$ cat config.mk
export PLATFORM = sky130hd
export DESIGN_NAME = gb5_out_fifo
export DESIGN_NICKNAME = d
export VERILOG_FILES = /design/src/gb5_pkg.sv /design/src/gb5_out_fifo.sv
export SDC_FILE = /design/constraint.sdc
export NUM_CORES = 1
export LEC_CHECK = 0
export ABC_AREA = 1
export BUFFER_PORTS_ARGS = -buffer_cell sky130_fd_sc_hd__buf_4
export CORE_MARGIN = 2
export CORE_UTILIZATION = 30
export DETAILED_ROUTE_END_ITERATION = 8
export GPL_TIMING_DRIVEN = 0
export PLACE_DENSITY = 0.54
export SLEW_MARGIN = 20
export SYNTH_ARGS = -nofsm -noshare
export SYNTH_HDL_FRONTEND = slang
export SYNTH_SLANG_ARGS = --single-unit
$ cat constraint.sdc
create_clock -name clk -period 2.85 [get_ports clk]
set_input_delay 0.285 -clock clk [delete_from_list [all_inputs] [get_ports clk]]
set_output_delay 0.285 -clock clk [all_outputs]
set_load 0.05 [all_outputs]
$ cat src/gb5_pkg.sv
// Package for the 5x5 streaming Gaussian blur: sizes, register codes, the tap
// class table and the structs that pass between the controller, line store,
// kernel datapath and output queue. Depends on nothing.
package gb5_pkg;

	// Image and kernel geometry
	localparam int MAX_WIDTH   = 1024;
	localparam int MAX_HEIGHT  = 1024;
	localparam int KERNEL_SIZE = 5;
	localparam int COEF_BITS   = 16;
	localparam int HALF        = KERNEL_SIZE / 2;
	localparam int STORE_ROWS  = KERNEL_SIZE - 1;

	// Widths
	localparam int PIX_W    = 8;
	localparam int DIM_W    = 11;
	localparam int DRAIN_W  = DIM_W + 1;
	localparam int COL_W    = $clog2(MAX_WIDTH);
	localparam int LANE_W   = $clog2(STORE_ROWS);
	localparam int PROD_W   = PIX_W + COEF_BITS;
	localparam int CFG_IDX_W = 3;
	localparam int CFG_DATA_W = 16;

	// Weight classes by squared distance: 0, 1, 2, 4, 5, 8
	localparam int NUM_CLASSES = 6;
	localparam int CLASS_W     = $clog2(NUM_CLASSES);

	// Output queue and the most results one input word can cause
	localparam int FIFO_DEPTH  = 16;
	localparam int FIFO_AW     = $clog2(FIFO_DEPTH);
	localparam int MAX_RESULTS = 3;
	localparam int RES_W       = $clog2(FIFO_DEPTH + 1);
	localparam int RES_LIMIT   = FIFO_DEPTH - MAX_RESULTS;

	// Reset values of the configuration registers
	localparam logic [DIM_W-1:0] WIDTH_RESET  = DIM_W'(512);
	localparam logic [DIM_W-1:0] HEIGHT_RESET = DIM_W'(512);

	typedef logic [NUM_CLASSES-1:0][COEF_BITS-1:0] coef_set_t;

	localparam coef_set_t COEF_RESET = {
		16'd195, 16'd872, 16'd1438, 16'd3908, 16'd6444, 16'd10624
	};

	// Weight class of each tap, row by row
	localparam logic [CLASS_W-1:0] TAP_CLASS [KERNEL_SIZE][KERNEL_SIZE] = '{
		'{3'd5, 3'd4, 3'd3, 3'd4, 3'd5},
		'{3'd4, 3'd2, 3'd1, 3'd2, 3'd4},
		'{3'd3, 3'd1, 3'd0, 3'd1, 3'd3},
		'{3'd4, 3'd2, 3'd1, 3'd2, 3'd4},
		'{3'd5, 3'd4, 3'd3, 3'd4, 3'd5}
	};

	// Configuration register indexes
	typedef enum logic [CFG_IDX_W-1:0] {
		REG_COEF_CENTER  = 3'd0,
		REG_COEF_DIST1   = 3'd1,
		REG_COEF_DIST2   = 3'd2,
		REG_COEF_DIST4   = 3'd3,
		REG_COEF_DIST5   = 3'd4,
		REG_COEF_DIST8   = 3'd5,
		REG_IMAGE_WIDTH  = 3'd6,
		REG_IMAGE_HEIGHT = 3'd7
	} cfg_reg_t;

	// Input command codes
	localparam logic CMD_PIXEL = 1'b0;
	localparam logic CMD_DRAIN = 1'b1;

	// Controller sequencer states
	typedef enum logic [2:0] {
		SEQ_RUN,
		SEQ_EDGE1,
		SEQ_EDGE2,
		SEQ_PRE1,
		SEQ_PRE2
	} seq_state_t;

	// One line store word: the same column of all stored rows
	typedef logic [STORE_ROWS-1:0][PIX_W-1:0] line_word_t;

	// 5x5 window of pixels or floored products
	typedef logic [KERNEL_SIZE-1:0][KERNEL_SIZE-1:0][PIX_W-1:0] window_t;

	// Column shift operation issued by the controller
	typedef struct packed {
		logic                  valid;
		logic                  clear;
		logic                  emit;
		logic                  eor;
		logic                  eoi;
		logic [STORE_ROWS-1:0] mask;
		logic [LANE_W-1:0]     rot;
		logic [PIX_W-1:0]      lane4;
	} op_t;

	typedef struct packed {
		logic             en;
		logic [COL_W-1:0] addr;
	} mem_rd_t;

	typedef struct packed {
		logic              en;
		logic [LANE_W-1:0] lane;
		logic [COL_W-1:0]  addr;
		logic [PIX_W-1:0]  data;
	} mem_wr_t;

	typedef struct packed {
		logic [PIX_W-1:0] pixel;
		logic             eor;
		logic             eoi;
	} result_t;

endpackage

$ cat src/gb5_out_fifo.sv
// Output queue: holds finished result words so the input side keeps moving
// while the output side stalls. Uses gb5_pkg for the result struct and depth.
module gb5_out_fifo
	import gb5_pkg::*;
(
	input  logic    clk,
	input  logic    arst_n,
	input  logic    push,
	input  result_t push_data,
	input  logic    out_ready,
	output logic    out_valid,
	output result_t out_data,
	output logic    pop
);

	result_t            entries [FIFO_DEPTH];
	logic [FIFO_AW-1:0] wr_ptr_q, rd_ptr_q;
	logic [FIFO_AW:0]   count_q;

	assign out_valid = (count_q != '0);
	assign out_data  = entries[rd_ptr_q];
	assign pop       = out_valid && out_ready;

	// Storage; the controller never lets it overflow
	always_ff @(posedge clk) begin
		if (push) begin
			entries[wr_ptr_q] <= push_data;
		end
	end

	// Pointers and fill level
	always_ff @(posedge clk or negedge arst_n) begin
		if (!arst_n) begin
			wr_ptr_q <= '0;
			rd_ptr_q <= '0;
			count_q  <= '0;
		end else begin
			if (push) begin
				wr_ptr_q <= wr_ptr_q + 1'b1;
			end
			if (pop) begin
				rd_ptr_q <= rd_ptr_q + 1'b1;
			end
			count_q <= count_q + (FIFO_AW + 1)'(push) - (FIFO_AW + 1)'(pop);
		end
	end

endmodule

==> qor.yml, run 1 <==
dr.first_iter.drc_count: 465
layout_commonest_cell: "nand2_1"
routed_wirelength_um: 19100
grt_max_degree: 17
r2r_cells: 13
use_met3_pct: 2.78
port_buffers: 25
worstSetupStartpointType: "flop"
clkTransAtPathRegs_ps: 60
skew_ps: 7.95
synthCells: 737
diodes: 0
slew_violations: 0
yosysWarnings: 0
insertion_delay_ps: 430
fin_crit_ps: 2490
final_nets: 808
design.die.area_um2: 26800
criticalPathCategory: "flop to flop"
r2r_end: "count_q[4]"
busiest_layer: "met2"
hold_class: "primary input to flop"
drtAntennaViolNets: 0
rows: 58
hold_path_startpoint: "push"
cts_hold_buf: 1
tightestPinTransition_ps: 1100
cts_buffers: 17
dpl_cell_area_um2: 8260
grt.total_usage_pct: 15.2
report.final.setup_viol: 0
cts_max_level: 4
cts_setup_buffers: 0
r2r_start: "count_q[3]"
whs_path_depth: 2
numClockSinks: 173
vias: 4987
outcome: "complete, no violations"
mostFrequentLayoutCells: "226 x nand2_1, 160 x edfxtp_1, 133 x inv_1"
post_drt_wl_per_cell_um: 17.0
areaGrowthSynthToFinish_pct: 15.9
hold_viol_final: 0
drive_gt1_share_pct: 10.7
whs_endpoint: "count_q[0]"
core_um2: 25100
syn-cell-area_um2: 7650
synth_area_per_cell_um2: 10.4
grt_pass1_wl_um: 29200
dpl.hpwl_um: 12900
critical_path.startpoint: "count_q[3]"
ys_types: 20
grt.met2_usage_pct: 24.8
fin_setup_tns_ps: 0
rrSetupSlack_ps: 360
ir_drop_v: 0.000595
worstPathMaxFanout: 8
gp_congestion: 0.887
via_per_inst: 4.43
antenna_found_initial: 0
n_fill_cell: 2565
cts_root_buffer: "clkbuf_16"
clockBufferDepth: 2
use_met1_pct: 20.1
p_total_mw: 9.47
overflow: 0
maxCapViolCount: 0
fmax_mhz: 402
crit_arrival_ps: 2840
relSlewSlack_pct: 26.5
die_h_um: 164
worstPathRequired_ps: 3200
drc: 0
first_pass_iters: 5
yosysSeqAreaShare_pct: 67.0
layout_worst_path_cycle_share_pct: 87.3
initial_core_util_pct: 30.5
final_cell_area_um2: 8870
ys_ff_latch: 173
cp-end-kind: "flop"
syn_nets: 763
powerDensity_nw_per_um2: 1070
io_pins: 26
rsz0062_at_grt: "false"
cts_resized: 0
cts_tree: "yes"
grt_pass1_vias: 4859
die_w_um: 164
p_leak_nw: 3.80
-- metal layers --
metal	part of all wire, %	wire length [µm]	up-vias
met2	48	9110	129
met4	2.1	407	0
met3	5.0	961	22
met1	45	8630	2381
met5	0	0	-
li1	-	-	2455
-- synth_stat cells (all sizes together) --
| cell | n | area (µm²) |
|---|---|---|
| o21ai | 3 | 15.0 |
| fa | 1 | 20.0 |
| inv | 135 | 512 |
| nor2 | 19 | 71.3 |
| dfrtp | 13 | 325 |
| xor2 | 8 | 70.1 |
| buf | 29 | 189 |
| a21oi | 2 | 10.0 |
| nand4 | 1 | 6.26 |
| edfxtp | 160 | 4800 |
| xnor2 | 1 | 8.76 |
| nand3 | 124 | 621 |
| nand2 | 226 | 848 |
| ha | 11 | 138 |
| clkbuf | 4 | 15.0 |
-- kinds of logic (layout without fill, tap and decap cells) --
family / Yosys count / count (layout) / share of synthesized area [%]
buffers and inverters: 168 / 226 / 9.35
adder cells (fa/ha/maj): 12 / 12 / 2.06
flip-flops: 173 / 173 / 67.0
XOR/XNOR: 9 / 9 / 1.03
AO/OA/AOI/OAI: 5 / 5 / 0.327
AND/OR/NAND/NOR: 370 / 370 / 20.2
-- how the worst max path moves through the flow --
stage | slack, ps | endpoint
3_3_place_gp | 370 | count_q[4]
2_1_floorplan | 50 | count_q[4]
6_report | 360 | count_q[4]
4_1_cts | 320 | count_q[4]
3_5_place_dp | 350 | count_q[4]
5_1_grt | 120 | count_q[4]
-- layout make-up --
class	instances	area (µm²)	area share (%)
inverters	135	512	5.77
repair buffers	26	198	2.23
clock inverters	10	143	1.61
clock buffers	22	454	5.12
well taps	330	413	4.65
multi-input cells	396	1820	20.5
flip-flops and latches	173	5130	57.8
plain buffers	33	204	2.30
-- sequential cells by signal, indices dropped and copies added, names as in the netlist --
signal	count
rd_ptr_q	4
wr_ptr_q	4
count_q	5
entries	160
-- critical path, cell delays in order (launching register included) --
cell and delay [ps]:
dfrtp_1 380, inv_1 80, ha_1 170, nand3_2 90, nand2_1 100, inv_1 140
ha_1 310, inv_1 40, ha_1 200, fa_1 400, a21oi_1 160, nor2_1 50
nor2_1 120, xor2_1 160
-- per-stage QoR --
step	hold WS [ps]	utilization [%]	setup WS (ps)	std cells
3_5_place_dp	150	32.9	352	1092
3_3_place_gp	151	32.9	373	1092
6_report	82.1	35.3	362	1125
4_1_cts	77.6	35.3	324	1125
5_1_grt	80.5	35.3	118	1125
2_1_floorplan	-10.6	-	54.0	737
-- report_power, final --
part	total (mW)	switching, mW	internal (mW)	leakage (nW)
Sequential	3.22	0.115	3.11	1.60
Clock	2.36	0.962	1.40	0.277
Combinational	3.89	2.75	1.13	1.92
Total	9.47	3.83	5.65	3.80
Note: power is estimated with default switching activity, not from simulation.
==> run 2: changes to the inputs <==
Settings changed: RECOVER_POWER set to 100.
==> run 2 against run 1 <==
Power is 1.0% lower. Sequential power is essentially flat. Design area down 0.94%. Worst setup slack worse by 140 ps. Die area unchanged. Combinational power shrank 3%. Routed wire length hardly changed. Worst hold slack improved by 2.7 ps. Global-route usage unchanged. Clock skew is essentially flat. Largest power group unchanged. Highest routed layer unchanged.
==> qor.yml, run 2 (synthesized netlist as in run 1, its figures left out) <==
outcome: "complete, no violations"
fin_crit_ps: 2630
grt.total_usage_pct: 15.2
worstPathRequired_ps: 2570
hold_viol_final: 0
relSlewSlack_pct: 20.7
design.die.area_um2: 26800
gp_congestion: 0.887
clockBufferDepth: 2
pwr-share-clk_pct: 25.2
mostFrequentLayoutCells: "226 x nand2_1, 160 x edfxtp_1, 133 x inv_1"
grt_pass1_wl_um: 29200
report.final.setup_viol: 0
layout_commonest_cell: "nand2_1"
placed_cells: 1092
largest_register: "entries"
largestRegisters: "entries (160), count_q (5)"
drive_gt1_share_pct: 8.30
die_w_um: 164
internal_power_mw: 5.55
tightestPinTransition_ps: 1190
areaGrowthSynthToFinish_pct: 14.8
hold_class: "primary input to flop"
dr.first_iter.drc_count: 430
largest_register_ffs: 160
power.share.switching_pct: 40.8
criticalPathCategory: "flop to output pin"
final_nets: 808
diodes: 0
dpl.hpwl_um: 12900
vias: 5015
maxCapViolCount: 0
final_cell_area_um2: 8790
cp-end-kind: "output pin"
routed_wirelength_um: 19100
worstSetupStartpointType: "flop"
wl_met1_um: 8670
critical_path.startpoint: "rd_ptr_q[1]"
p_switching_mw: 3.83
insertion_delay_ps: 430
cts_buffers: 17
ir_drop_v: 0.000566
io_pins: 26
p_leak_nw: 3.74
numClockSinks: 173
drtAntennaViolNets: 0
first_pass_iters: 5
hold_path_startpoint: "push"
initial_core_util_pct: 30.5
skew_ps: 8.08
routed.top_layer: "met4"
powerDensity_nw_per_um2: 1070
slew_violations: 0
dpl_cell_area_um2: 8260
die_h_um: 164
cts_tree: "yes"
cts_root_buffer: "clkbuf_16"
met2WireLength_um: 9060
drc: 0
via_per_inst: 4.46
grt_pass1_vias: 4859
timing.hold.ws_ps: 84.8
grt_max_degree: 17
core_um2: 25100
cts_setup_buffers: 0
rsz0062_at_grt: "false"
cts_max_level: 4
antenna_found_initial: 0
rows: 58
crit_arrival_ps: 2350
final_cells: 1125
fmax_mhz: 380
worstPathMaxFanout: 10
n_fill_cell: 2576
pwr-share-seq_pct: 34.4
fin_setup_tns_ps: 0
wl_met3_um: 958
r2r_start: "count_q[3]"
layout_worst_path_cycle_share_pct: 92.3
overflow: 0
clkTransAtPathRegs_ps: 70
p_comb_share_pct: 40.4
port_buffers: 25
post_drt_wl_per_cell_um: 17.0
-- run 2: changes by cell type in the layout (fill, tap and decap cells not counted) --
cell      previous run  this run
buf_4               29         8
clkbuf_1             8        23
clkbuf_2             0         6
nor2_1              16        19
nor2_2               3         0
nand3_1            123       124
nand3_2              1         0
-- run 2: critical path, stage by stage, from the launching register on --
cell and delay [ps]:
dfrtp_1 380, buf_2 170, inv_2 90, buf_2 290, nand2_1 120, nand3_1 80, nand3_1 160, nand2_1 150
clkbuf_1 480
-- run 2: power by group through the flow --
stage          Sequential [mW]  Combinational [mW]  Clock [mW]
4_1_cts                   3.22                3.90        2.40
3_5_place_dp              3.28                3.89           0
2_1_floorplan             3.25                2.62           0
3_3_place_gp              3.27                3.86           0
5_1_grt                   3.26                4.14        2.49
6_report                  3.23                3.79        2.37
-- run 2: per-stage QoR --
step / total power [mW] / setup WS (ps) / utilization [%]
finish: 9.38 / 219 / 35.0
global route: 9.89 / 97.5 / 35.0
global placement: 7.13 / 373 / 32.9
floorplan: 5.86 / 54.0 / -
detailed placement: 7.16 / 352 / 32.9
CTS: 9.52 / 324 / 35.3
-- run 2: worst paths after layout --
| path | endpoint | slack [ps] | depth (start not counted) |
|---|---|---|---|
| worst max-delay path | out_data[0] | 220 | 8 |
| worst min-delay path | count_q[0] | 80 | 2 |
| worst max register to register | count_q[4] | 350 | 13 |
| worst min register to register | wr_ptr_q[0] | 550 | 1 |
| max in group asynchronous | rd_ptr_q[3] | 1910 | 2 |
| min in group asynchronous | count_q[0] | 450 | 2 |
-- run 2: cell type report --
type / instances / area (µm²) / share of cell area, %
clock inverters: 10 / 143 / 1.62
inverters: 135 / 512 / 5.82
well taps: 330 / 413 / 4.70
plain buffers: 33 / 204 / 2.32
multi-input cells: 396 / 1810 / 20.6
flip-flops and latches: 173 / 5130 / 58.4
clock buffers: 22 / 454 / 5.17
repair buffers: 26 / 126 / 1.44
-- run 2: layer usage --
metal | track usage, % | vias up
met5 | 0 | -
met3 | 2.78 | 23
li1 | - | 2454
met4 | 5.74 | 0
met1 | 20.1 | 2399
met2 | 24.8 | 139
-- run 2: repair_timing --
item	CTS	global route
hold buffers	1	0
hold endpoints to repair	13	0
resized for setup	0	0
