[src/gb5_pkg.sv]
// Package for the 5x5 streaming Gaussian blur: sizes, register codes, the tap
// class table and the structs that pass between the controller, line store,
// kernel datapath and output queue. Depends on nothing.
package gb5_pkg;

	// Image and kernel geometry
	localparam int MAX_WIDTH   = 1024;
	localparam int MAX_HEIGHT  = 1024;
	localparam int KERNEL_SIZE = 5;
	localparam int COEF_BITS   = 16;
	localparam int HALF        = KERNEL_SIZE / 2;
	localparam int STORE_ROWS  = KERNEL_SIZE - 1;

	// Widths
	localparam int PIX_W    = 8;
	localparam int DIM_W    = 11;
	localparam int DRAIN_W  = DIM_W + 1;
	localparam int COL_W    = $clog2(MAX_WIDTH);
	localparam int LANE_W   = $clog2(STORE_ROWS);
	localparam int PROD_W   = PIX_W + COEF_BITS;
	localparam int CFG_IDX_W = 3;
	localparam int CFG_DATA_W = 16;

	// Weight classes by squared distance: 0, 1, 2, 4, 5, 8
	localparam int NUM_CLASSES = 6;
	localparam int CLASS_W     = $clog2(NUM_CLASSES);

	// Output queue and the most results one input word can cause
	localparam int FIFO_DEPTH  = 16;
	localparam int FIFO_AW     = $clog2(FIFO_DEPTH);
	localparam int MAX_RESULTS = 3;
	localparam int RES_W       = $clog2(FIFO_DEPTH + 1);
	localparam int RES_LIMIT   = FIFO_DEPTH - MAX_RESULTS;

	// Reset values of the configuration registers
	localparam logic [DIM_W-1:0] WIDTH_RESET  = DIM_W'(512);
	localparam logic [DIM_W-1:0] HEIGHT_RESET = DIM_W'(512);

	typedef logic [NUM_CLASSES-1:0][COEF_BITS-1:0] coef_set_t;

	localparam coef_set_t COEF_RESET = {
		16'd195, 16'd872, 16'd1438, 16'd3908, 16'd6444, 16'd10624
	};

	// Weight class of each tap, row by row
	localparam logic [CLASS_W-1:0] TAP_CLASS [KERNEL_SIZE][KERNEL_SIZE] = '{
		'{3'd5, 3'd4, 3'd3, 3'd4, 3'd5},
		'{3'd4, 3'd2, 3'd1, 3'd2, 3'd4},
		'{3'd3, 3'd1, 3'd0, 3'd1, 3'd3},
		'{3'd4, 3'd2, 3'd1, 3'd2, 3'd4},
		'{3'd5, 3'd4, 3'd3, 3'd4, 3'd5}
	};

	// Configuration register indexes
	typedef enum logic [CFG_IDX_W-1:0] {
		REG_COEF_CENTER  = 3'd0,
		REG_COEF_DIST1   = 3'd1,
		REG_COEF_DIST2   = 3'd2,
		REG_COEF_DIST4   = 3'd3,
		REG_COEF_DIST5   = 3'd4,
		REG_COEF_DIST8   = 3'd5,
		REG_IMAGE_WIDTH  = 3'd6,
		REG_IMAGE_HEIGHT = 3'd7
	} cfg_reg_t;

	// Input command codes
	localparam logic CMD_PIXEL = 1'b0;
	localparam logic CMD_DRAIN = 1'b1;

	// Controller sequencer states
	typedef enum logic [2:0] {
		SEQ_RUN,
		SEQ_EDGE1,
		SEQ_EDGE2,
		SEQ_PRE1,
		SEQ_PRE2
	} seq_state_t;

	// One line store word: the same column of all stored rows
	typedef logic [STORE_ROWS-1:0][PIX_W-1:0] line_word_t;

	// 5x5 window of pixels or floored products
	typedef logic [KERNEL_SIZE-1:0][KERNEL_SIZE-1:0][PIX_W-1:0] window_t;

	// Column shift operation issued by the controller
	typedef struct packed {
		logic                  valid;
		logic                  clear;
		logic                  emit;
		logic                  eor;
		logic                  eoi;
		logic [STORE_ROWS-1:0] mask;
		logic [LANE_W-1:0]     rot;
		logic [PIX_W-1:0]      lane4;
	} op_t;

	typedef struct packed {
		logic             en;
		logic [COL_W-1:0] addr;
	} mem_rd_t;

	typedef struct packed {
		logic              en;
		logic [LANE_W-1:0] lane;
		logic [COL_W-1:0]  addr;
		logic [PIX_W-1:0]  data;
	} mem_wr_t;

	typedef struct packed {
		logic [PIX_W-1:0] pixel;
		logic             eor;
		logic             eoi;
	} result_t;

endpackage

[src/gb5_ctrl.sv]
// Controller: row, column and drain counters, the line store addressing and
// the sequencer for row-end and drain-preload steps. Uses gb5_pkg.
module gb5_ctrl
	import gb5_pkg::*;
(
	input  logic             clk,
	input  logic             arst_n,
	input  logic             in_valid,
	input  logic             in_command,
	input  logic [PIX_W-1:0] in_pixel,
	output logic             in_ready,
	input  logic [DIM_W-1:0] width,
	input  logic [DIM_W-1:0] height,
	input  logic             pop,
	output op_t              op,
	output mem_rd_t          rd,
	output mem_wr_t          wr
);

	localparam int T_W = DIM_W + 1;
	localparam int M_W = T_W + 1;

	seq_state_t            state_q, state_d;
	logic [DIM_W-1:0]      row_q, row_d;
	logic [DIM_W-1:0]      col_q, col_d;
	logic [DRAIN_W-1:0]    drain_q, drain_d;
	logic [STORE_ROWS-1:0] seq_mask_q, seq_mask_d;
	logic [LANE_W-1:0]     seq_rot_q, seq_rot_d;
	logic                  seq_eoi_q, seq_eoi_d;
	logic [RES_W-1:0]      reserved_q, reserved_d;

	logic                  accept;
	logic                  pix_act, pix_last, pix_emit;
	logic [DIM_W-1:0]      rows_left;
	logic [DRAIN_W-1:0]    total;
	logic                  q_row;
	logic [DRAIN_W-1:0]    ocol_w;
	logic [DIM_W-1:0]      ocol;
	logic [DIM_W:0]        drn_col;
	logic                  drn_in, drn_act, drn_done;
	logic [T_W-1:0]        t_pix, t_drn;
	logic [STORE_ROWS-1:0] mask_pix, mask_drn;

	// Rows of the window column that exist: row t-4+i must lie in 0..h-1
	function automatic logic [STORE_ROWS-1:0] row_mask(
		input logic [T_W-1:0]   t,
		input logic [DIM_W-1:0] h
	);
		logic [STORE_ROWS-1:0] m;
		logic [M_W-1:0]        ti;
		m = '0;
		for (int i = 0; i < STORE_ROWS; i++) begin
			ti = M_W'(t) + M_W'(i);
			m[i] = (ti >= M_W'(STORE_ROWS)) && (ti < M_W'(h) + M_W'(STORE_ROWS));
		end
		return m;
	endfunction

	// Pixel word decode
	assign pix_act  = (row_q < height) && (col_q < DIM_W'(MAX_WIDTH));
	assign pix_last = ({1'b0, col_q} + 1'b1) >= {1'b0, width};
	assign pix_emit = (row_q >= DIM_W'(HALF)) && (col_q >= DIM_W'(HALF));
	assign t_pix    = T_W'(row_q);
	assign mask_pix = row_mask(t_pix, height);

	// Drain word decode: the count stays below twice the width
	assign rows_left = (height < DIM_W'(HALF)) ? height : DIM_W'(HALF);
	assign total     = (height >= DIM_W'(HALF)) ? ({1'b0, width} << 1) : {1'b0, width};
	assign q_row     = drain_q >= {1'b0, width};
	assign ocol_w    = q_row ? (drain_q - {1'b0, width}) : drain_q;
	assign ocol      = ocol_w[DIM_W-1:0];
	assign drn_col   = {1'b0, ocol} + (DIM_W + 1)'(HALF);
	assign drn_in    = drn_col < {1'b0, width};
	assign drn_act   = (row_q >= height) && (drain_q < total);
	assign drn_done  = (drain_q + 1'b1) >= total;
	assign t_drn     = T_W'(height) - T_W'(rows_left) + T_W'(q_row) + T_W'(HALF);
	assign mask_drn  = row_mask(t_drn, height);

	// Sequencer and counter update
	always_comb begin
		state_d    = state_q;
		row_d      = row_q;
		col_d      = col_q;
		drain_d    = drain_q;
		seq_mask_d = seq_mask_q;
		seq_rot_d  = seq_rot_q;
		seq_eoi_d  = seq_eoi_q;
		op         = '0;
		rd         = '0;
		wr         = '0;
		in_ready   = (state_q == SEQ_RUN) && (reserved_q <= RES_W'(RES_LIMIT));
		accept     = in_valid && in_ready;

		case (state_q)
			SEQ_RUN: begin
				if (accept && (in_command == CMD_PIXEL) && pix_act) begin
					op.valid = 1'b1;
					op.clear = (col_q == '0);
					op.emit  = pix_emit;
					op.eor   = !pix_last;
					op.mask  = mask_pix;
					op.rot   = t_pix[LANE_W-1:0];
					op.lane4 = in_pixel;
					rd.en    = 1'b1;
					rd.addr  = col_q[COL_W-1:0];
					wr.en    = 1'b1;
					wr.lane  = row_q[LANE_W-1:0];
					wr.addr  = col_q[COL_W-1:0];
					wr.data  = in_pixel;
					if (pix_last) begin
						col_d = '0;
						row_d = row_q + 1'b1;
						if (pix_emit) begin
							state_d = SEQ_EDGE1;
						end
					end else begin
						col_d = col_q + 1'b1;
					end
				end else if (accept && (in_command == CMD_DRAIN) && drn_act) begin
					op.valid = 1'b1;
					op.rot   = t_drn[LANE_W-1:0];
					rd.en    = 1'b1;
					if (ocol == '0) begin
						// Start of an output row: load columns 0 and 1 first
						op.clear   = 1'b1;
						op.mask    = mask_drn;
						rd.addr    = '0;
						seq_mask_d = mask_drn;
						seq_rot_d  = t_drn[LANE_W-1:0];
						seq_eoi_d  = drn_done;
						state_d    = SEQ_PRE1;
					end else begin
						op.emit = 1'b1;
						op.eor  = 1'b1;
						op.eoi  = drn_done;
						op.mask = drn_in ? mask_drn : '0;
						rd.addr = drn_col[COL_W-1:0];
					end
					if (drn_done) begin
						row_d   = '0;
						col_d   = '0;
						drain_d = '0;
					end else begin
						drain_d = drain_q + 1'b1;
					end
				end
			end
			SEQ_EDGE1: begin
				// Right edge: shift in a zero column
				op.valid = 1'b1;
				op.emit  = 1'b1;
				state_d  = SEQ_EDGE2;
			end
			SEQ_EDGE2: begin
				op.valid = 1'b1;
				op.emit  = 1'b1;
				op.eor   = 1'b1;
				state_d  = SEQ_RUN;
			end
			SEQ_PRE1: begin
				op.valid = 1'b1;
				op.mask  = seq_mask_q;
				op.rot   = seq_rot_q;
				rd.en    = 1'b1;
				rd.addr  = COL_W'(1);
				state_d  = SEQ_PRE2;
			end
			SEQ_PRE2: begin
				op.valid = 1'b1;
				op.emit  = 1'b1;
				op.eor   = 1'b1;
				op.eoi   = seq_eoi_q;
				op.mask  = seq_mask_q;
				op.rot   = seq_rot_q;
				rd.en    = 1'b1;
				rd.addr  = COL_W'(HALF);
				state_d  = SEQ_RUN;
			end
			default: begin
				state_d = SEQ_RUN;
			end
		endcase

		// Results in flight or queued
		reserved_d = reserved_q + RES_W'(op.valid && op.emit) - RES_W'(pop);
	end

	always_ff @(posedge clk or negedge arst_n) begin
		if (!arst_n) begin
			state_q    <= SEQ_RUN;
			row_q      <= '0;
			col_q      <= '0;
			drain_q    <= '0;
			seq_mask_q <= '0;
			seq_rot_q  <= '0;
			seq_eoi_q  <= 1'b0;
			reserved_q <= '0;
		end else begin
			state_q    <= state_d;
			row_q      <= row_d;
			col_q      <= col_d;
			drain_q    <= drain_d;
			seq_mask_q <= seq_mask_d;
			seq_rot_q  <= seq_rot_d;
			seq_eoi_q  <= seq_eoi_d;
			reserved_q <= reserved_d;
		end
	end

endmodule

[config.mk]
export PLATFORM = sky130hd
export DESIGN_NAME = gb5_ctrl
export DESIGN_NICKNAME = d
export VERILOG_FILES = /design/src/gb5_pkg.sv /design/src/gb5_ctrl.sv
export SDC_FILE = /design/constraint.sdc
export NUM_CORES = 1
export LEC_CHECK = 0
export BUFFER_PORTS_ARGS = -buffer_cell sky130_fd_sc_hd__buf_4
export CAP_MARGIN = 20
export CELL_PAD_IN_SITES_DETAIL_PLACEMENT = 1
export CELL_PAD_IN_SITES_GLOBAL_PLACEMENT = 1
export CORE_ASPECT_RATIO = 2
export CORE_UTILIZATION = 34
export CTS_CLUSTER_DIAMETER = 30
export DETAILED_ROUTE_END_ITERATION = 10
export MAX_ROUTING_LAYER = met4
export PLACE_DENSITY_LB_ADDON = 0.1
export SETUP_SLACK_MARGIN = 0.15
export SLEW_MARGIN = 0
export SYNTH_ARGS = -nofsm -noshare
export SYNTH_HDL_FRONTEND = slang
export SYNTH_SLANG_ARGS = --single-unit
[constraint.sdc]
create_clock -name clk -period 9.8 [get_ports clk]
set_input_delay 0.98 -clock clk [delete_from_list [all_inputs] [get_ports clk]]
set_output_delay 0.98 -clock clk [all_outputs]
set_load 0.01 [all_outputs]
==> metrics.log, run 1 <==
[metrics] Post-Synthesis Cell Area: about 9700 um2
[metrics] share of layout cells above drive strength 1: between 10% and 20%
[metrics] minimum setup slack among reg-to-reg paths: 2.49 ns
[metrics] Post-DP Area: 10,700 um2
[metrics] setup repair after global routing missed its margin: false
[metrics] global placement routability congestion: 0.964
[metrics] number of max-slew violations in the final report: 0
[metrics] post-route design area: 10,900 um2
[metrics] most common library cell in the layout ignoring fill and taps: sky130_fd_sc_hd__ha_1
[metrics] Slowest-stage cell, CP: sky130_fd_sc_hd__or4b_1
[metrics] RR Startpoint: drain_q[0]
[metrics] post-synthesis async set-or-reset flop share: 100%
[metrics] post-layout worst setup margin: 0.989 ns
[metrics] startpoint kind of the worst setup timing path: input pin
[metrics] number of cells on the worst reg-to-reg path: 28
[metrics] Gates resized, CTS repair: 0
[metrics] nets: 1,520
[metrics] count of endpoints failing setup in the final report: 0
[metrics] largest net degree at the start of global routing: 50
[metrics] number of antenna violations at the first check in global routing: 0
[metrics] Rel. slew slack: 34.8%
[metrics] Tmin final: around 9 ns
[metrics] # clock sinks: 49
[metrics] clock tree from TritonCTS: built
[metrics] CTS Hold Buffers Added: 0
[metrics] ANT cells: 0
[metrics] Final Cycle Share: 89.9%
[metrics] post-route clock skew: 0.0138 ns
[metrics] Setup CP Type: input pin to output pin
[metrics] H-tree depth reported by CTS: 2
[metrics] vias in the first global route: 10,200
[metrics] result of the run: finished, final reports clean
[metrics] number of synthesized flops with an enable pin: 0
[metrics] DP Cell Count: 1,634
[metrics] floorplan core area: about 28,000 um2
[metrics] number of nets with antenna violations after detailed routing: 0
[metrics] clock edge transition at the registers on the reported setup and hold paths: 0.08 ns
[metrics] HPWL after detailed placement: approximately 32 mm
[metrics] wirelength, routed: between 30 and 40 mm
[metrics] drc violations: 0
[metrics] synth-to-layout area growth: 12.0%
[metrics] net count after synthesis: 1,464
[metrics] worst min-delay path class: register to register
[metrics] total power after layout: 0.00170 W
[metrics] cell count after synthesis: around 1,200
[metrics] highest achievable clock rate: approximately 0.11 GHz
[metrics] count of synthesis-stage warnings from yosys: 0
[metrics] final non-filler cell total: 1,642
[metrics] hold endpoint: seq_rot_q[0]
[metrics] worst ir drop on vdd: 75.8 uV
[metrics] most used cells in the layout excluding fill and tap cells: sky130_fd_sc_hd__ha_1 (197), sky130_fd_sc_hd__buf_4 (109), sky130_fd_sc_hd__inv_1 (83)
[metrics] vias: 9,518
[metrics] flop and latch count out of synthesis: 49
[metrics] Clk Latency, worst-skew pair: 0.32 ns
[metrics] arrival time of the worst setup path: 7.83 ns
[metrics] iteration-0 DRC count of the detailed router: 353
[metrics] residual overflow from global routing: 0
[metrics] Total Die Area: 29,200 um2
[metrics] number of top-level design ports: just under 90
[metrics] Req. time, crit path: 8.82 ns
[metrics] worst min-delay path startpoint: seq_rot_q[0]
[metrics] master cell of the clock root buffer: sky130_fd_sc_hd__clkbuf_16
[metrics] average wire per cell in the routed design: 23.8 um
[metrics] Buffers on Ports: 86
[metrics] leakage component of the power: 5.51 nW
[metrics] Hold Crit Depth: 1
[metrics] initial core utilization: 34.5%
[metrics] Cell Pwr Density: 156 nW/um2
[metrics] Via density: between 5 and 6
[metrics] Unique masters post-synth: 81
[metrics] Die Span Y: 241 um
[metrics] type of destination of the critical path: output pin
[metrics] TritonCTS buffer count: 5
[metrics] total routing resource utilization after global routing: 28.2%
[metrics] Max Buffers Root-to-Sink: 2
[metrics] prevailing post-synth register cell: sky130_fd_sc_hd__dfrtp_1
[metrics] Reg-to-Reg End: seq_mask_q[2]
[metrics] critical path's most frequent cell: sky130_fd_sc_hd__ha_1
[metrics] Avg Cell Area, Syn: 7.89 um2
[metrics] count of TritonRoute iterations in the first routing pass: 4
[metrics] pre-CTS setup slack: 1.07 ns
[metrics] Die Width: 121 um
[metrics] first-pass GRT wire length: 59.4 mm
[metrics] worst-path fanout max: 13
[metrics] num rows: 87
[metrics] Setup TNS: 0 ns
[metrics] number of max-cap violations: 0
[metrics] final hold violation count: 0
[metrics] number of setup buffers added after CTS: 0
[metrics] transition time of the tightest slew-check pin: just under 1 ns
[metrics] maximum cell stage delay along the critical path: 0.65 ns
[metrics] register area share after synthesis: 12.7%
## worst max path at each step
stage	start	end	slack (ns)	depth (start not counted)
floorplan	width[0]	op[12]	1.96	29
global placement	width[0]	op[12]	1.21	29
detailed placement	width[0]	op[12]	1.07	29
CTS	width[0]	op[12]	1.03	29
global route	width[0]	op[12]	0.61	29
finish	width[0]	op[12]	0.99	29
## metal layers
layer / vias to the layer above / GRT usage [%] / wire length (um)
li1: 4569 / - / -
met5: - / - / 0
met2: 157 / 55.7 / 22300
met1: 4692 / 25.1 / 13300
met4: 0 / 18.9 / 2890
met3: 100 / 1.44 / 558
## report_power, final
| part | switching [W] | internal, W | leakage [nW] |
|---|---|---|---|
| Clock | 0.0000952 | 0.0000970 | 0.0708 |
| Sequential | 0.000103 | 0.000243 | 0.615 |
| Combinational | 0.000663 | 0.000496 | 4.82 |
| Total | 0.000861 | 0.000835 | 5.51 |
## cell usage after synthesis (6+ instances only)
cell                       count  area (um2)
sky130_fd_sc_hd__o21ai_0      51         255
sky130_fd_sc_hd__a31oi_1      16         100
sky130_fd_sc_hd__dfrtp_1      49        1230
sky130_fd_sc_hd__a21oi_1      72         360
sky130_fd_sc_hd__and3_1       14        87.6
sky130_fd_sc_hd__nor2_1       81         304
sky130_fd_sc_hd__a211oi_1     13        97.6
sky130_fd_sc_hd__o211ai_1     13        97.6
sky130_fd_sc_hd__nand2_1      73         274
sky130_fd_sc_hd__ha_1        197        2460
sky130_fd_sc_hd__or2_2        10        62.6
sky130_fd_sc_hd__a21o_1       36         270
sky130_fd_sc_hd__a211o_1      12         105
sky130_fd_sc_hd__xor2_1       37         324
sky130_fd_sc_hd__and2_1       23         144
sky130_fd_sc_hd__nand4_1      18         113
sky130_fd_sc_hd__o21a_1       30         225
sky130_fd_sc_hd__mux2i_1       6        60.1
sky130_fd_sc_hd__nand4b_1      6        52.6
sky130_fd_sc_hd__clkbuf_1     42         158
sky130_fd_sc_hd__o21bai_1      9        67.6
sky130_fd_sc_hd__a22o_1       19         166
sky130_fd_sc_hd__nor2b_1      23         144
sky130_fd_sc_hd__nor3_1       32         160
sky130_fd_sc_hd__inv_1        83         312
sky130_fd_sc_hd__xnor2_1      64         561
sky130_fd_sc_hd__o31ai_1       6        45.0
sky130_fd_sc_hd__nand2b_1     21         131
sky130_fd_sc_hd__buf_4         8        60.1
sky130_fd_sc_hd__nor4_1       16         100
sky130_fd_sc_hd__nand3_1      38         190
sky130_fd_sc_hd__or3_1         7        43.8
## flip-flops by register name, indices dropped and copies added (netlist names)
signal and flops:
col_q 11, drain_q 12, reserved_q 5, row_q 11, seq_eoi_q 1, seq_mask_q 4, seq_rot_q 2, state_q 3
## critical path: cells and delay by family
family	cells	cell delay (ns)
compound gates	9	2.55
fa+ha+maj	6	1.70
simple gates	6	1.64
buf+inv	7	0.74
xor+xnor	1	0.17
## final cells by class
cell class / count / area [um2]
Clock buffer: 5 / 125
Clock inverter: 3 / 25.0
Fill cell: 3497 / 17200
Inverter: 87 / 327
Multi-Input combinational cell: 1033 / 7890
Sequential cell: 49 / 1230
Tap cell: 356 / 445
Timing Repair Buffer: 109 / 818
## metrics by stage
stage | util [%] | hold WS (ns)
4_1_cts | 38.7 | 0.502
3_3_place_gp | 38.1 | 0.470
3_5_place_dp | 38.1 | 0.484
6_report | 38.7 | 0.498
5_1_grt | 38.7 | 0.537
2_1_floorplan | - | 0.458
## cells by family after synthesis
group / after synthesis / synth area share, %
AO/OA/AOI/OAI: 334 / 23.7
XOR/XNOR: 102 / 9.36
adder cells (fa/ha/maj): 200 / 26.0
buffers and inverters: 147 / 6.20
flip-flops: 49 / 12.7
multiplexers: 10 / 1.08
AND/OR/NAND/NOR: 387 / 21.0
Note: power is estimated with default switching activity, not from simulation.
==> run 2, diff against run 1 <==
==> constraint.sdc (replaced) <==
create_clock -name clk -period 9.8 [get_ports clk]
set_input_delay 1.96 -clock clk [delete_from_list [all_inputs] [get_ports clk]]
set_output_delay 1.96 -clock clk [all_outputs]
set_load 0.01 [all_outputs]
==> metrics.log, run 2 (synthesized netlist as in run 1, its figures left out) <==
[metrics] synth-to-layout area growth: 19.3%
[metrics] startpoint kind of the worst setup timing path: input pin
[metrics] clock tree from TritonCTS: built
[metrics] RR Startpoint: drain_q[0]
[metrics] total power after layout: 0.00174 W (+2.7%)
[metrics] Slowest-stage cell, CP: sky130_fd_sc_hd__or4_4
[metrics] worst ir drop on vdd: 111 uV (+46%)
[metrics] iteration-0 DRC count of the detailed router: 248 (-30%)
[metrics] TritonCTS buffer count: 5 (unchanged)
[metrics] result of the run: finished, final reports clean
[metrics] most common library cell in the layout ignoring fill and taps: sky130_fd_sc_hd__ha_1
[metrics] master cell of the clock root buffer: sky130_fd_sc_hd__clkbuf_16
[metrics] setup repair after global routing missed its margin: true
[metrics] Hold Crit Depth: 1 (unchanged)
[metrics] critical path's most frequent cell: sky130_fd_sc_hd__ha_4
[metrics] worst-path fanout max: 4 (-9)
[metrics] count of TritonRoute iterations in the first routing pass: 4 (unchanged)
[metrics] post-layout worst setup margin: 0.347 ns (-0.643 ns)
[metrics] HPWL after detailed placement: 32.3 mm (-0.25%)
[metrics] total routing resource utilization after global routing: 28.1% (-0.14 points)
[metrics] number of cells on the worst reg-to-reg path: 30 (+7.1%)
[metrics] share of layout cells above drive strength 1: 18.1% (+6.7 points)
[metrics] most used cells in the layout excluding fill and tap cells: sky130_fd_sc_hd__ha_1 (192), sky130_fd_sc_hd__buf_4 (166), sky130_fd_sc_hd__inv_1 (81)
[metrics] vias: 9,802 (+3.0%)
[metrics] Tmin final: 9.45 ns (+0.643 ns)
[metrics] final hold violation count: 0 (unchanged)
[metrics] hold endpoint: seq_eoi_q
[metrics] pre-CTS setup slack: -0.00440 ns (-1.07 ns)
[metrics] vias in the first global route: 10,600 (+3.9%)
[metrics] number of flip-flops under the largest register name: 12 (unchanged)
[metrics] Clk Latency, worst-skew pair: 0.31 ns (about the same)
[metrics] routed wl met2: 22.6 mm (+1.7%)
[metrics] largest registers: drain_q (12), col_q (11), row_q (11)
[metrics] number of antenna violations at the first check in global routing: 0 (unchanged)
[metrics] Crit path buffers/inverters: 6 (-1)
[metrics] number of max-slew violations in the final report: 0 (unchanged)
[metrics] # clock sinks: 49 (unchanged)
[metrics] Req. time, crit path: 7.84 ns (-0.98 ns)
[metrics] residual overflow from global routing: 0 (unchanged)
[metrics] highest achievable clock rate: 0.106 GHz (-6.8%)
[metrics] worst min-delay path startpoint: seq_eoi_q
[metrics] largest net degree at the start of global routing: 50 (unchanged)
[metrics] number of nets with antenna violations after detailed routing: 0 (unchanged)
[metrics] drc violations: 0 (unchanged)
[metrics] Final Cycle Share: 96.5% (+6.6 points)
[metrics] type of destination of the critical path: output pin
[metrics] Reg-to-Reg End: seq_mask_q[2]
[metrics] initial core utilization: 34.5% (unchanged)
[metrics] first-pass GRT wire length: 59.3 mm (-0.17%)
[metrics] arrival time of the worst setup path: 7.49 ns (-0.34 ns)
[metrics] num rows: 87 (unchanged)
[metrics] transition time of the tightest slew-check pin: 0.946 ns (-0.0280 ns)
[metrics] CTS Hold Buffers Added: 0 (unchanged)
[metrics] post-route design area: 11,600 um2 (+6.5%)
[metrics] nets: 1,580 (+3.9%)
[metrics] Largest delay share family, worst path: compound AO/OA/AOI/OAI gates
[metrics] count of endpoints failing setup in the final report: 0 (unchanged)
[metrics] final non-filler cell total: 1,703 (+3.7%)
[metrics] number of top-level design ports: 87 (unchanged)
[metrics] Rel. slew slack: 36.1% (+1.3 points)
[metrics] Total Die Area: 29,200 um2 (unchanged)
[metrics] DP Cell Count: 1,690 (+3.4%)
[metrics] routed length on met1: 12.7 mm (-4.3%)
[metrics] Buffers on Ports: 86 (unchanged)
[metrics] number of inserted filler cells in the final layout: 3,425 (-2.1%)
[metrics] Via density: 5.76 (-0.70%)
[metrics] register with the most flip-flops: drain_q
[metrics] Post-DP Area: 11,200 um2 (+4.3%)
[metrics] Die Span Y: 241 um (unchanged)
[metrics] post-route clock skew: 0.00767 ns (-0.00617 ns)
[metrics] Setup CP Type: input pin to output pin
[metrics] number of max-cap violations: 0 (unchanged)
[metrics] Critical Path Stages: 29 (unchanged)
[metrics] floorplan core area: 28,100 um2 (unchanged)
[metrics] worst min-delay path class: register to register
[metrics] clock edge transition at the registers on the reported setup and hold paths: 0.07 ns (about the same)
[metrics] Setup TNS: 0 ns (unchanged)
[metrics] leakage component of the power: 5.85 nW (+6.2%)
[metrics] Cell Pwr Density: 151 nW/um2 (-3.5%)
[metrics] maximum cell stage delay along the critical path: 0.54 ns (-0.11 ns)
[metrics] global placement routability congestion: 0.933 (-3.3%)
[metrics] H-tree depth reported by CTS: 2 (unchanged)
[metrics] Max Buffers Root-to-Sink: 2 (unchanged)
[metrics] minimum setup slack among reg-to-reg paths: 3.47 ns (+0.98 ns)
[metrics] wirelength, routed: 38.8 mm (-0.64%)
[metrics] Detail Route met3 WL: 657 um (+18%)
[metrics] Die Width: 121 um (unchanged)
[metrics] highest signal layer in the routed design: met4
[metrics] average wire per cell in the routed design: 22.8 um (-4.2%)
run 2: area by class of cell:
| type | instances | area (um2) | area share, % |
|---|---|---|---|
| inverters | 87 | 329 | 2.85 |
| multi-input cells | 1033 | 8120 | 70.2 |
| repair buffers | 169 | 1290 | 11.2 |
| clock buffers | 5 | 125 | 1.08 |
| well taps | 356 | 445 | 3.85 |
| clock inverters | 3 | 26.3 | 0.227 |
| flip-flops and latches | 49 | 1230 | 10.6 |
| diodes | 1 | 2.50 | 0.0216 |
run 2: repair_timing:
| item | in CTS | in global routing |
|---|---|---|
| endpoints found under the setup margin | 3 | 4 |
| pin swaps | 2 | 28 |
| setup buffers | 0 | 4 |
| hold endpoints to repair | 0 | 0 |
| gates resized for setup | 2 | 42 |
| cloned | 0 | 0 |
run 2: how the worst max path moves through the flow:
stage | from | end | slack (ns)
CTS | width[0] | op[12] | 0.16
floorplan | width[0] | op[12] | 0.17
global route | width[0] | op[12] | 0.09
global placement | width[0] | op[12] | 0.09
detailed placement | width[0] | op[12] | -0.004
finish | width[0] | op[12] | 0.35
run 2: power by group:
part           leakage, nW  internal [W]  switching, W  total (W)
combinational         5.16      0.000537      0.000681    0.00122
clock               0.0680     0.0000970     0.0000962   0.000193
sequential           0.615      0.000243     0.0000880   0.000331
total                 5.85      0.000877      0.000865    0.00174
run 2: metrics by stage:
stage | util, % | hold WS, ns
after floorplan | - | 0.458
after global placement | 39.8 | 0.467
after detailed placement | 39.8 | 0.487
after CTS | 40.4 | 0.505
after global routing | 41.2 | 0.519
final | 41.2 | 0.503
run 2: metal layers:
metal / track usage [%] / vias to the layer above
met5: - / -
met4: 17.7 / 0
met2: 57.2 / 195
met3: 1.37 / 103
met1: 24.0 / 4808
li1: - / 4696
==> run 3, diff against run 2 <==
Clock period 9.8 ns to 11.4 ns, I/O delays scaled along.
==> metrics.log, run 3 (synthesized netlist as in run 1, its figures left out) <==
[metrics] share of layout cells above drive strength 1: 12.1% (-5.9 points)
[metrics] Setup TNS: 0 ns (unchanged)
[metrics] type of destination of the critical path: output pin
[metrics] final hold violation count: 0 (unchanged)
[metrics] Total Die Area: 29,200 um2 (unchanged)
[metrics] Req. time, crit path: 9.12 ns (+1.28 ns)
[metrics] num rows: 87 (unchanged)
[metrics] Die Width: 121 um (unchanged)
[metrics] H-tree depth reported by CTS: 2 (unchanged)
[metrics] register with the most flip-flops: drain_q
[metrics] highest achievable clock rate: 0.0909 GHz
[metrics] internal power contribution: 0.000724 W (-17%)
[metrics] Net Sw Frac: 50.2% (+0.55 points)
[metrics] result of the run: finished, final reports clean
[metrics] Rel. slew slack: 28.5% (-7.6 points)
[metrics] Die Span Y: 241 um (unchanged)
[metrics] worst-path fanout max: 7 (+3)
[metrics] pre-CTS setup slack: 0.188 ns (+0.193 ns)
[metrics] final worst hold slack: 0.493 ns (-0.0104 ns)
[metrics] clock network fraction of design power: 11.0% (about the same)
[metrics] initial core utilization: 34.5% (unchanged)
[metrics] worst min-delay path class: register to register
[metrics] number of max-slew violations in the final report: 0 (unchanged)
[metrics] floorplan core area: 28,100 um2 (unchanged)
[metrics] total routing resource utilization after global routing: 28.4% (+0.33 points)
[metrics] area occupied by registers: 1230 um2 (unchanged)
[metrics] iteration-0 DRC count of the detailed router: 361 (+46%)
[metrics] Tmin final: 11.00 ns
[metrics] Clk Latency, worst-skew pair: 0.31 ns (about the same)
[metrics] multi-input gate area in the final layout: 7910 um2 (-2.6%)
[metrics] number of top-level design ports: 87 (unchanged)
[metrics] clock edge transition at the registers on the reported setup and hold paths: 0.08 ns (about the same)
[metrics] Setup CP Type: input pin to output pin
[metrics] first-pass GRT wire length: 59.4 mm (+0.12%)
[metrics] switching power total: 0.000730 W (-16%)
[metrics] arrival time of the worst setup path: 8.72 ns (+1.23 ns)
[metrics] Cell Pwr Density: 133 nW/um2 (-12%)
[metrics] Max Buffers Root-to-Sink: 2 (unchanged)
[metrics] wirelength, routed: 39.5 mm (+2.0%)
[metrics] count of endpoints failing setup in the final report: 0 (unchanged)
[metrics] register share of total power: 20.0% (+1.0 points)
[metrics] most common library cell in the layout ignoring fill and taps: sky130_fd_sc_hd__ha_1
[metrics] residual overflow from global routing: 0 (unchanged)
[metrics] Final Cycle Share: 96.5%
[metrics] Via density: 5.82 (+1.2%)
[metrics] post-layout worst setup margin: 0.405 ns (+0.0580 ns)
[metrics] number of antenna violations at the first check in global routing: 0 (unchanged)
[metrics] post-route clock skew: 0.0135 ns (+0.00587 ns)
[metrics] number of inserted filler cells in the final layout: 3,471 (+1.3%)
[metrics] worst min-delay path startpoint: seq_eoi_q
[metrics] Comb power frac: 69.0% (-0.9 points)
[metrics] HPWL after detailed placement: 33.3 mm (+3.1%)
[metrics] largest net degree at the start of global routing: 50 (unchanged)
[metrics] vias in the first global route: 10,300 (-3.1%)
[metrics] TritonCTS buffer count: 5 (unchanged)
[metrics] average wire per cell in the routed design: 24.0 um (+5.2%)
[metrics] worst ir drop on vdd: 58.0 uV (-48%)
[metrics] nets: 1,529 (-3.2%)
[metrics] transition time of the tightest slew-check pin: 1.07 ns (+0.123 ns)
[metrics] Buffers on Ports: 86 (unchanged)
[metrics] number of max-cap violations: 0 (unchanged)
[metrics] worst setup path startpoint: width[0]
[metrics] synth-to-layout area growth: 12.8%
[metrics] number of nets with antenna violations after detailed routing: 0 (unchanged)
[metrics] master cell of the clock root buffer: sky130_fd_sc_hd__clkbuf_16
[metrics] # clock sinks: 49 (unchanged)
[metrics] startpoint kind of the worst setup timing path: input pin
[metrics] number of flip-flops under the largest register name: 12 (unchanged)
[metrics] maximum cell stage delay along the critical path: 0.63 ns (+0.09 ns)
[metrics] Slowest-stage cell, CP: sky130_fd_sc_hd__or4_4
[metrics] global placement routability congestion: 0.916 (-1.8%)
[metrics] count of TritonRoute iterations in the first routing pass: 4 (unchanged)
[metrics] critical path's most frequent cell: sky130_fd_sc_hd__ha_1
[metrics] ANT cells: 0 (-1)
[metrics] vias: 9,614 (-1.9%)
[metrics] drc violations: 0 (unchanged)
[metrics] total power after layout: 0.00145 W (-17%)
[metrics] largest registers: drain_q (12), col_q (11), row_q (11)
[metrics] leakage component of the power: 5.54 nW (-5.2%)
[metrics] setup repair after global routing missed its margin: false
[metrics] RR Startpoint: drain_q[0]
[metrics] most used cells in the layout excluding fill and tap cells: sky130_fd_sc_hd__ha_1 (197), sky130_fd_sc_hd__buf_4 (118), sky130_fd_sc_hd__inv_1 (83)
[metrics] clock tree from TritonCTS: built
==> run 3: cell types whose count changed in the layout (fill, tap and decap cells not counted), moves of 5 or more <==
cell | before | now
sky130_fd_sc_hd__ha_4 | 5 | 0
sky130_fd_sc_hd__xnor2_2 | 8 | 1
sky130_fd_sc_hd__ha_1 | 192 | 197
sky130_fd_sc_hd__buf_4 | 166 | 118
sky130_fd_sc_hd__xnor2_1 | 56 | 63
==> run 3: stage by stage <==
stage | area (um2) | std cells | utilization, %
after CTS | 10900 | 1651 | 38.9
after floorplan | 9690 | 1229 | -
after global placement | 10800 | 1643 | 38.4
after global routing | 10900 | 1651 | 38.9
final | 10900 | 1651 | 38.9
after detailed placement | 10800 | 1643 | 38.4
==> run 3: layout make-up <==
cell class,instances,share of cell area [%]
clock buffer,6,1.18
clock inverter,2,0.137
inverter,87,2.99
multi-input combinational,1033,72.3
sequential,49,11.2
tap,356,4.07
timing repair buffer,118,8.10
==> run 3: per-layer routing <==
| metal | vias to the layer above | part of all wire (%) | GRT usage, % |
|---|---|---|---|
| met5 | - | 0 | - |
| met1 | 4724 | 33 | 24.4 |
| li1 | 4587 | - | - |
| met2 | 182 | 56 | 54.9 |
| met3 | 121 | 1.7 | 1.65 |
| met4 | 0 | 9.6 | 23.9 |
==> run 3: what timing repair did <==
item / CTS / global route
endpoints found under the hold margin: 0 / 0
endpoints found under the setup margin: 0 / 2
gates resized for setup: 0 / 4
hold buffers: 0 / 0
setup buffers: 0 / 0
==> run 3: power groups by stage <==
stage                     sequential [W]  clock [W]  combinational (W)
after floorplan                 0.000246          0           0.000697
after global placement          0.000296          0           0.000989
after detailed placement        0.000295          0            0.00101
after CTS                       0.000291   0.000163            0.00101
after global routing            0.000300   0.000167            0.00112
final                           0.000291   0.000160            0.00100
==> run 3: worst paths after layout <==
| path | end | depth (start not counted) | slack [ns] |
|---|---|---|---|
| worst max-delay path | op[13] | 28 | 0.40 |
| worst min-delay path | seq_eoi_q | 1 | 0.49 |
| worst max register to register | seq_mask_q[3] | 27 | 4.51 |
| worst min register to register | seq_eoi_q | 1 | 0.49 |
| max in group asynchronous | reserved_q[0] | 1 | 8.88 |
| min in group asynchronous | col_q[7] | 1 | 2.01 |
==> run 3: critical path: cells and delay by family <==
family	cells	cell delay, ns
xor gates and xnor gates	1	0.18
and+or+nand+nor	6	1.55
adders and majority gates	6	1.59
AOI/OAI and AO/OA	10	2.63
buffers and inverters	5	0.48
